==> src/sv/prs_pkg.sv <==
`default_nettype none

package prs_pkg;

   // Default phase width: a full turn equals 2^PHASE_BITS.
   localparam int PHASE_BITS_DEFAULT = 16;

   // Directions through the centre pixel, one lane each.
   localparam int LANE_COUNT = 4;
   localparam int DIR_HORIZONTAL = 0;
   localparam int DIR_VERTICAL   = 1;
   localparam int DIR_DIAGONAL   = 2;
   localparam int DIR_ANTI_DIAG  = 3;

   // Load enables of the four pipeline stages.
   typedef struct packed {
      logic magnitude;
      logic square;
      logic pair_sum;
      logic total;
   } stage_en_type;

endpackage

`default_nettype wire

==> src/sv/prs_lane.sv <==
`default_nettype none

module prs_lane
   import prs_pkg::*;
#(
   parameter int PHASE_BITS = PHASE_BITS_DEFAULT
) (
   input  wire logic                      clock,
   input  wire stage_en_type              stage_en,
   input  wire logic [PHASE_BITS-1:0]     phase_a,
   input  wire logic [PHASE_BITS-1:0]     phase_c,
   input  wire logic [PHASE_BITS-1:0]     phase_b,
   output logic      [2*PHASE_BITS-1:0]   square
);

   // Differences taken modulo a full turn; read as two's complement they
   // already lie in [-pi, pi), with exactly half a turn landing on -pi.
   logic [PHASE_BITS-1:0]   diff_ac;
   logic [PHASE_BITS-1:0]   diff_cb;
   logic [PHASE_BITS:0]     second_diff;
   logic [PHASE_BITS:0]     second_neg;
   logic [PHASE_BITS:0]     abs_diff;
   logic [PHASE_BITS-1:0]   mag_in;
   logic [PHASE_BITS-1:0]   mag_ff;
   logic [2*PHASE_BITS-1:0] mag_ext;
   logic [2*PHASE_BITS-1:0] square_in;
   logic [2*PHASE_BITS-1:0] square_ff;

   always_comb begin
      diff_ac     = phase_a - phase_c;
      diff_cb     = phase_c - phase_b;
      second_diff = {diff_ac[PHASE_BITS-1], diff_ac} - {diff_cb[PHASE_BITS-1], diff_cb};
      second_neg  = (PHASE_BITS+1)'(0) - second_diff;
      abs_diff    = second_diff[PHASE_BITS] ? second_neg : second_diff;
      // The magnitude never exceeds 2^PHASE_BITS - 1.
      mag_in      = abs_diff[PHASE_BITS-1:0];
      mag_ext     = {{PHASE_BITS{1'b0}}, mag_ff};
      square_in   = mag_ext * mag_ext;
   end

   always_ff @(posedge clock) begin
      if (stage_en.magnitude) begin
         mag_ff <= mag_in;
      end
      if (stage_en.square) begin
         square_ff <= square_in;
      end
   end

   assign square = square_ff;

endmodule

`default_nettype wire

==> src/sv/prs_merge.sv <==
`default_nettype none

module prs_merge
   import prs_pkg::*;
#(
   parameter int PHASE_BITS = PHASE_BITS_DEFAULT
) (
   input  wire logic                      clock,
   input  wire stage_en_type              stage_en,
   input  wire logic [2*PHASE_BITS-1:0]   square [LANE_COUNT],
   input  wire logic                      keep,
   output logic      [2*PHASE_BITS+1:0]   total
);

   logic [2*PHASE_BITS:0]   pair_in [2];
   logic [2*PHASE_BITS:0]   pair_ff [2];
   logic [2*PHASE_BITS+1:0] total_in;
   logic [2*PHASE_BITS+1:0] total_ff;

   always_comb begin
      pair_in[0] = {1'b0, square[DIR_HORIZONTAL]} + {1'b0, square[DIR_VERTICAL]};
      pair_in[1] = {1'b0, square[DIR_DIAGONAL]} + {1'b0, square[DIR_ANTI_DIAG]};
      // A window with any masked pixel reports zero.
      total_in   = keep ? ({1'b0, pair_ff[0]} + {1'b0, pair_ff[1]})
                        : (2*PHASE_BITS+2)'(0);
   end

   always_ff @(posedge clock) begin
      if (stage_en.pair_sum) begin
         pair_ff <= pair_in;
      end
      if (stage_en.total) begin
         total_ff <= total_in;
      end
   end

   assign total = total_ff;

endmodule

`default_nettype wire

==> src/sv/phase_reliability_stencil.sv <==
// Second-difference reliability of one 3x3 window of wrapped phase.
//
// Input channel (req_): one word carries the nine phase samples of a window
// and its nine mask bits. Output channel (rsp_): one word per input word,
// with rsp_reliable high when no window pixel is masked and rsp_reliability
// holding the sum of the four squared second differences, or zero.
//
// Four lanes, one per direction through the centre, compute the wrapped
// second difference and square it; a merging stage adds the four squares.
// The pipeline has four register stages. rsp_valid rises once a word has
// passed the magnitude, square, pair-sum and total registers in turn.
// Throughput is one word per cycle while the receiver does not stall, set
// by the four-stage pipeline with one multiplier per lane; each stage carries
// its own valid bit.
//
// Reset clears every valid bit; the pipeline then accepts at once. When the
// receiver stalls, the output word holds and the stages behind it keep
// filling until every stage is occupied, so up to four words sit in flight
// before req_ready drops. A bubble anywhere lets the input advance.
`default_nettype none

module phase_reliability_stencil
   import prs_pkg::*;
#(
   parameter int PHASE_BITS = PHASE_BITS_DEFAULT
) (
   input  wire logic                    clock,
   input  wire logic                    reset,
   input  wire logic                    req_valid,
   output logic                         req_ready,
   input  wire logic [PHASE_BITS-1:0]   req_phase_up_left,
   input  wire logic [PHASE_BITS-1:0]   req_phase_up,
   input  wire logic [PHASE_BITS-1:0]   req_phase_up_right,
   input  wire logic [PHASE_BITS-1:0]   req_phase_left,
   input  wire logic [PHASE_BITS-1:0]   req_phase_center,
   input  wire logic [PHASE_BITS-1:0]   req_phase_right,
   input  wire logic [PHASE_BITS-1:0]   req_phase_down_left,
   input  wire logic [PHASE_BITS-1:0]   req_phase_down,
   input  wire logic [PHASE_BITS-1:0]   req_phase_down_right,
   input  wire logic [8:0]              req_window_masked,
   output logic                         rsp_valid,
   input  wire logic                    rsp_ready,
   output logic                         rsp_reliable,
   output logic [2*PHASE_BITS+1:0]      rsp_reliability
);

   localparam int STAGES = 4;

   // Valid and reliable flags travel alongside the data of each stage.
   logic [STAGES-1:0]       valid_ff;
   logic [STAGES-1:0]       valid_in;
   logic [STAGES-1:0]       keep_ff;
   logic [STAGES-1:0]       keep_in;
   logic [STAGES-1:0]       load;
   stage_en_type            stage_en;

   logic [PHASE_BITS-1:0]   lane_a [LANE_COUNT];
   logic [PHASE_BITS-1:0]   lane_b [LANE_COUNT];
   logic [2*PHASE_BITS-1:0] lane_square [LANE_COUNT];

   // A stage loads when it is empty or when the stage after it moves on.
   always_comb begin
      load[STAGES-1] = !valid_ff[STAGES-1] || rsp_ready;
      for (int k = STAGES - 2; k >= 0; k--) begin
         load[k] = !valid_ff[k] || load[k+1];
      end
      stage_en.magnitude = load[0];
      stage_en.square    = load[1];
      stage_en.pair_sum  = load[2];
      stage_en.total     = load[3];

      valid_in = valid_ff;
      keep_in  = keep_ff;
      for (int k = 0; k < STAGES; k++) begin
         if (load[k]) begin
            valid_in[k] = (k == 0) ? req_valid : valid_ff[(k == 0) ? 0 : k-1];
            keep_in[k]  = (k == 0) ? (req_window_masked == 9'd0)
                                   : keep_ff[(k == 0) ? 0 : k-1];
         end
      end
   end

   always_ff @(posedge clock) begin
      if (reset) begin
         valid_ff <= '0;
      end else begin
         valid_ff <= valid_in;
      end
      keep_ff <= keep_in;
   end

   // Neighbours on each line through the centre: above or left first.
   always_comb begin
      lane_a[DIR_HORIZONTAL] = req_phase_left;
      lane_b[DIR_HORIZONTAL] = req_phase_right;
      lane_a[DIR_VERTICAL]   = req_phase_up;
      lane_b[DIR_VERTICAL]   = req_phase_down;
      lane_a[DIR_DIAGONAL]   = req_phase_up_left;
      lane_b[DIR_DIAGONAL]   = req_phase_down_right;
      lane_a[DIR_ANTI_DIAG]  = req_phase_up_right;
      lane_b[DIR_ANTI_DIAG]  = req_phase_down_left;
   end

   for (genvar g = 0; g < LANE_COUNT; g++) begin : g_lane
      prs_lane #(
         .PHASE_BITS (PHASE_BITS)
      ) u_lane (
         .clock    (clock),
         .stage_en (stage_en),
         .phase_a  (lane_a[g]),
         .phase_c  (req_phase_center),
         .phase_b  (lane_b[g]),
         .square   (lane_square[g])
      );
   end

   // The reliable flag of the pair-sum stage gates the final sum.
   prs_merge #(
      .PHASE_BITS (PHASE_BITS)
   ) u_merge (
      .clock    (clock),
      .stage_en (stage_en),
      .square   (lane_square),
      .keep     (keep_ff[STAGES-2]),
      .total    (rsp_reliability)
   );

   assign req_ready    = load[0];
   assign rsp_valid    = valid_ff[STAGES-1];
   assign rsp_reliable = keep_ff[STAGES-1];

endmodule

`default_nettype wire

==> config.mk <==
export PLATFORM = sky130hd
export DESIGN_NAME = phase_reliability_stencil
export DESIGN_NICKNAME = d
export VERILOG_FILES = /design/src/sv/prs_pkg.sv /design/src/sv/prs_lane.sv /design/src/sv/prs_merge.sv /design/src/sv/phase_reliability_stencil.sv
export SDC_FILE = /design/constraint.sdc
export NUM_CORES = 2
export LEC_CHECK = 0
export BUFFER_PORTS_ARGS = -buffer_cell sky130_fd_sc_hd__buf_2
export CAP_MARGIN = 20
export CORE_MARGIN = 1
export CORE_UTILIZATION = 62
export DETAILED_ROUTE_END_ITERATION = 8
export HOLD_SLACK_MARGIN = 0.1
export PLACE_DENSITY = 0.8
export SKIP_CTS_REPAIR_TIMING = 1
export SYNTH_ARGS = -nofsm -noshare
export SYNTH_HDL_FRONTEND = slang
export SYNTH_SLANG_ARGS = --single-unit
==> constraint.sdc <==
create_clock -name clock -period 15.79 [get_ports clock]
set_clock_uncertainty 0.2 [all_clocks]
set_input_delay 1.579 -clock clock [delete_from_list [all_inputs] [get_ports clock]]
set_output_delay 1.579 -clock clock [all_outputs]
set_load 0.05 [all_outputs]
==> After elaboration in Yosys (flattened, before gate mapping) <==
Index checks and enable logic that the tools add are counted.
{ "totals": {"ff_bits": 300, "inputBits": 157, "wordCells": 55} }
{ "classes": {"n_addsub": 19, "multipliers": 4, "muxes": 4, "reduce_logical": 9} }
{ "ops": {"columns": ["cell", "count"], "rows": [
  ["multiplier 16 x 16 -> 32 bit", 4],
  ["subtractor 16 bit", 8],
  ["subtractor 16 x 16 -> 17 bit", 4],
  ["adder 32 x 32 -> 33 bit", 2],
  ["two-way mux 16 bit", 4],
  ["subtractor 1 x 16 -> 16 bit (first input constant)", 4],
  ["adder 33 x 33 -> 34 bit", 1],
  ["zero test 9 bit", 1],
  ["zero test 1 bit", 4],
  ["logical OR 1 bit", 4]
]} }

==> Logic depth before layout (Yosys ltp) <==
{ "depth": {"depth_word": 5, "mapped_depth": 25} }

==> Cells and area by module <==
A second synthesis with hierarchy kept.
{ "hier_totals": {"cells_unflattened": 5897, "hier_area_um2": 53841.6} }
{ "by_module_without_submodules": {"columns": ["module", "instances", "cells_each", "area_each_um2", "seq_area_each_um2"], "rows": [
  ["prs_lane (g_lane[0].u_lane)", 1, 1266, 11484.8, 1411.4],
  ["prs_lane (g_lane[2].u_lane)", 1, 1273, 11369.7, 1411.4],
  ["prs_lane (g_lane[3].u_lane)", 1, 1244, 11200.7, 1411.4],
  ["prs_lane (g_lane[1].u_lane)", 1, 1220, 11145.7, 1411.4],
  ["prs_merge", 1, 871, 8341.8, 3002.9],
  ["phase_reliability_stencil", 1, 23, 299.0, 200.2]
]} }

==> Least setup slack after synthesis <==
Ideal clock, no wire load.
{ "synth_path": {"path_type": "register to register", "from": "reg g_lane[2].u_lane.mag_ff[14]", "to": "reg g_lane[2].u_lane.square_ff[27], data pin", "setup_time_ps": 260, "t_arrival_ps": 6193, "required_time_ps": 15330, "setup_slack_ps": 9137, "stages_incl_launch_ff": 23, "n_path_buf": 2, "period_less_slack_ps": 6653, "path_cell_list": "edfxtp_1 > clkbuf_1 > clkbuf_1 > nand2_1 > fa_1 > fa_1 > inv_1 > fa_1 > fa_1 > fa_1 > inv_1 > fa_1 > inv_1 > ha_1 > and3_1 > a221o_1 > a2111oi_0 > o21ai_1 > a31oi_1 > o21a_1 > nor2_1 > a21bo_1 > xor2_1"} }
{ "synth_between": {"elab_chain_len": 1} }
{ "synth_rtl": {"columns": ["element", "line", "source"], "rows": [
  ["start: declaration", "prs_lane.sv:24", "logic [PHASE_BITS-1:0] mag_ff;"],
  ["start signal: assignment", "prs_lane.sv:43", "mag_ff <= mag_in;"],
  ["multiplier 16 x 16 -> 32 bit", "prs_lane.sv:38", "square_in = mag_ext * mag_ext;"],
  ["net g_lane[2].u_lane.square_in[27]", "prs_lane.sv:26", "logic [2*PHASE_BITS-1:0] square_in;"],
  ["end signal: assignment", "prs_lane.sv:46", "square_ff <= square_in;"],
  ["end: declaration", "prs_lane.sv:27", "logic [2*PHASE_BITS-1:0] square_ff;"]
]} }
The timed path passes the listed nets, and every way through them passes these cells.
A chain may end at the register's enable or synchronous reset.

==> Worst setup path in the final report <==
{ "layout_path": {"from": "reg g_lane[2].u_lane.mag_ff[3]", "to": "reg g_lane[2].u_lane.square_ff[27], data pin"} }
The elaborated chain is that of the path after synthesis.

==> flow_metrics.env <==
export IMPL_die_width_microns=291
export IMPL_setup_viol=0
export IMPL_crit_fanout=12
export IMPL_vias=38700
export IMPL_cp_arrival_ns=7.36
export IMPL_clockBufferDepth=3
export IMPL_grt_pass1_vias=39700
export IMPL_synth_compound_area_share_pct=11.4
export IMPL_fmax_ghz=0.138
export IMPL_synth_warnings=0
export IMPL_post_synth_instance_area_sq_um=51800
export IMPL_wl_per_cell_microns=17.6
export IMPL_layout_nets=7248
export IMPL_cts_root_buf="clkbuf_16"
export IMPL_critical_path_class="register to register"
export IMPL_initial_core_util_pct=62.9
export IMPL_status="complete, no violations"
export IMPL_route_detailed_drc=0
export IMPL_io_pins=194
export IMPL_synth_ff_type="edfxtp_1"
export IMPL_yosysSeqAreaShare_pct=17.1
export IMPL_required_ns=15.89
export IMPL_hold_end="keep_ff[2]"
export IMPL_synth_seq_cells=296
export IMPL_synthSimpleGateAreaFrac_pct=12.8
export IMPL_maxSlewHeadroom_pct=32.2
export IMPL_synthAdderAreaFrac_pct=42.2
export IMPL_clk_latency_ns=0.57
export IMPL_grt_pass1_wl_mm=198
export IMPL_h_tree_depth=2
export IMPL_cts_buffers=34
export IMPL_holdCritPathClass="register to register"
export IMPL_reg2reg_setup_slack_ns=8.53
export IMPL_avgViaCountPerCell=5.66
export IMPL_hold_path_depth=0
export IMPL_track_usage_pct=28.9
export IMPL_grt_ovfl_total=0
export IMPL_synth_cells=5602
export IMPL_hp_start="keep_ff[1]"
export IMPL_core_rowCount=105
export IMPL_antenna_found_initial=2
export IMPL_hold_viol=0
export IMPL_synth_avg_cell_area_sq_um=9.24
export IMPL_dr_first_iter_drc_count=2696
export IMPL_place_congestion=0.945
export IMPL_critPathLaunchType="register"
export IMPL_fp_dieH_microns=291
export IMPL_syn_nets=7109
export IMPL_die_area_sq_um=84700
export IMPL_core_sq_um=82400
export IMPL_synth_top_family_by_area="adder cells"
export IMPL_synthTopCellsByCount="inv_1, ha_1, fa_1"
export IMPL_async_flop_share_pct=0
export IMPL_fin_util_pct=66.7
export IMPL_dp_cells=6775
export IMPL_cts_tree="done"
export IMPL_synthTopCellsByArea="fa_1, edfxtp_1, ha_1, inv_1, xnor2_1"
export IMPL_ff2ff_path_depth=22
export IMPL_synth_top_cell_by_area="fa_1"
export IMPL_r2r_end="g_lane[2].u_lane.square[27]"
export IMPL_slew_viol_final=0
export IMPL_synth_xor_area_share_pct=6.80
export IMPL_fillers=6331
export IMPL_worstReg2RegStart="g_lane[2].u_lane.mag_ff[3]"
export IMPL_synth_cell_types=99
export IMPL_detail_route_first_pass_iterations=6
export IMPL_grt_max_degree=80
export IMPL_area_growth_pct=6.09
export IMPL_min_period_ns=7.26
export IMPL_drt_wl_total_mm=120
export IMPL_post_dp_hpwl_mm=101
export IMPL_yosysMostFrequentCell="inv_1"
export IMPL_drive_gt1_share_pct=5.64
export IMPL_post_route_period_util_pct=46.0
export IMPL_synth_area_mux_share_pct=0.302
export IMPL_port_buffer_count=193
export IMPL_synth_top_area_share_pct=25.6
export IMPL_rsz0062_at_grt="false"
export IMPL_ant_nets=0
export IMPL_critPathCaptureType="register"
export IMPL_max_cap_viol_count=0
export IMPL_worst_pin_slew_ns=0.992
export IMPL_fin_tns_setup_ns=0
export IMPL_cts_clk_slew_worst_paths_ns=0.06
export IMPL_layout_cells_non_filler=6835
export IMPL_synth_edf_count=292
export IMPL_clock_sinks=296
stage by stage:
stage	hold WS (ns)	instance area, sq um	setup slack [ns]
after floorplan	0.200	51800	9.14
after global placement	0.206	53800	8.53
after detailed placement	0.207	53800	8.50
after CTS	0.221	54900	8.56
after global routing	0.235	54900	8.00
final	0.215	54900	8.53
cells in the final DEF, fill, tap and decap left out, types with 15 or more instances in the layout:
master / synthesis / layout
ha_1: 689 / 689
nand3_1: 79 / 79
a31o_2: 15 / 15
a211oi_1: 30 / 30
o211ai_1: 25 / 25
or2_2: 23 / 23
nor2b_1: 71 / 71
a21oi_1: 248 / 248
xnor2_1: 259 / 259
buf_2: 1 / 193
or3_1: 26 / 26
o31ai_1: 29 / 29
xor2_1: 143 / 143
nand2_1: 418 / 416
fa_1: 661 / 661
a21o_1: 118 / 118
edfxtp_1: 292 / 292
a31oi_1: 24 / 24
nor2_1: 314 / 314
nand2b_1: 43 / 43
and3_1: 43 / 43
nor3_1: 81 / 81
clkbuf_16: 0 / 35
o21a_1: 37 / 37
inv_1: 1197 / 1196
a2111oi_0: 17 / 17
and2_1: 185 / 185
nand4_1: 15 / 15
o21ai_0: 151 / 151
o21bai_1: 40 / 40
cells by family after synthesis:
kind of cell,after synthesis
AOI/OAI and AO/OA,885
xor gates and xnor gates,402
adders and majority gates,1350
buffers and inverters,1292
DFF,296
muxes,15
and+or+nand+nor,1362
worst max-delay path, stage by stage, from the launching register on:
cell	delay (ns)
edfxtp_1	0.60
inv_1	0.25
nor2_1	0.25
ha_1	0.29
xor2_1	0.19
fa_1	0.55
inv_1	0.05
fa_1	0.48
fa_1	0.50
fa_1	0.49
inv_1	0.05
fa_1	0.47
inv_1	0.04
ha_1	0.33
and3_1	0.22
a221o_1	0.38
a2111oi_0	0.53
o21ai_1	0.18
a31oi_1	0.38
o21a_1	0.19
nor2_1	0.07
a21bo_1	0.19
xor2_1	0.13
sequential cells by signal, indices dropped and copies added, names as in the netlist:
signal,count
g_lane.u_lane.square,124
u_merge.pair_ff,66
u_merge.total,34
keep_ff,4
g_lane.u_lane.mag_ff,64
valid_ff,4
how the worst max path moves through the flow:
stage	slack, ns	from	cells after the start	endpoint
5_1_grt	8.00	g_lane[2].u_lane.mag_ff[11]	22	g_lane[2].u_lane.square[27]
2_1_floorplan	9.14	g_lane[2].u_lane.mag_ff[14]	22	g_lane[2].u_lane.square[27]
3_5_place_dp	8.50	req_phase_center[1]	20	g_lane[3].u_lane.mag_ff[10]
3_3_place_gp	8.53	req_phase_center[1]	20	g_lane[3].u_lane.mag_ff[10]
6_report	8.53	g_lane[2].u_lane.mag_ff[3]	22	g_lane[2].u_lane.square[27]
4_1_cts	8.56	g_lane[2].u_lane.mag_ff[3]	22	g_lane[2].u_lane.square[27]
layer usage:
layer  track usage [%]  part of all wire (%)  wire, microns
met1              39.0                    44          52500
met2              49.2                    48          57200
met3              3.06                   5.7           6870
met4              8.74                   3.0           3600
met5                 0                0.0083             10
layout make-up:
type | instances | area [sq um] | share of cell area [%]
multi-input combinational | 4014 | 38100 | 69.3
sequential | 296 | 8850 | 16.1
inverter | 1197 | 4500 | 8.18
tap | 1070 | 1340 | 2.44
timing repair buffer | 198 | 1020 | 1.86
clock buffer | 38 | 887 | 1.61
clock inverter | 21 | 249 | 0.453
antenna | 1 | 2.50 | 0.00455
Power is left out: the tool's default activity adds up to more than one toggle a clock period on the data nets, which glitch-free logic cannot reach.
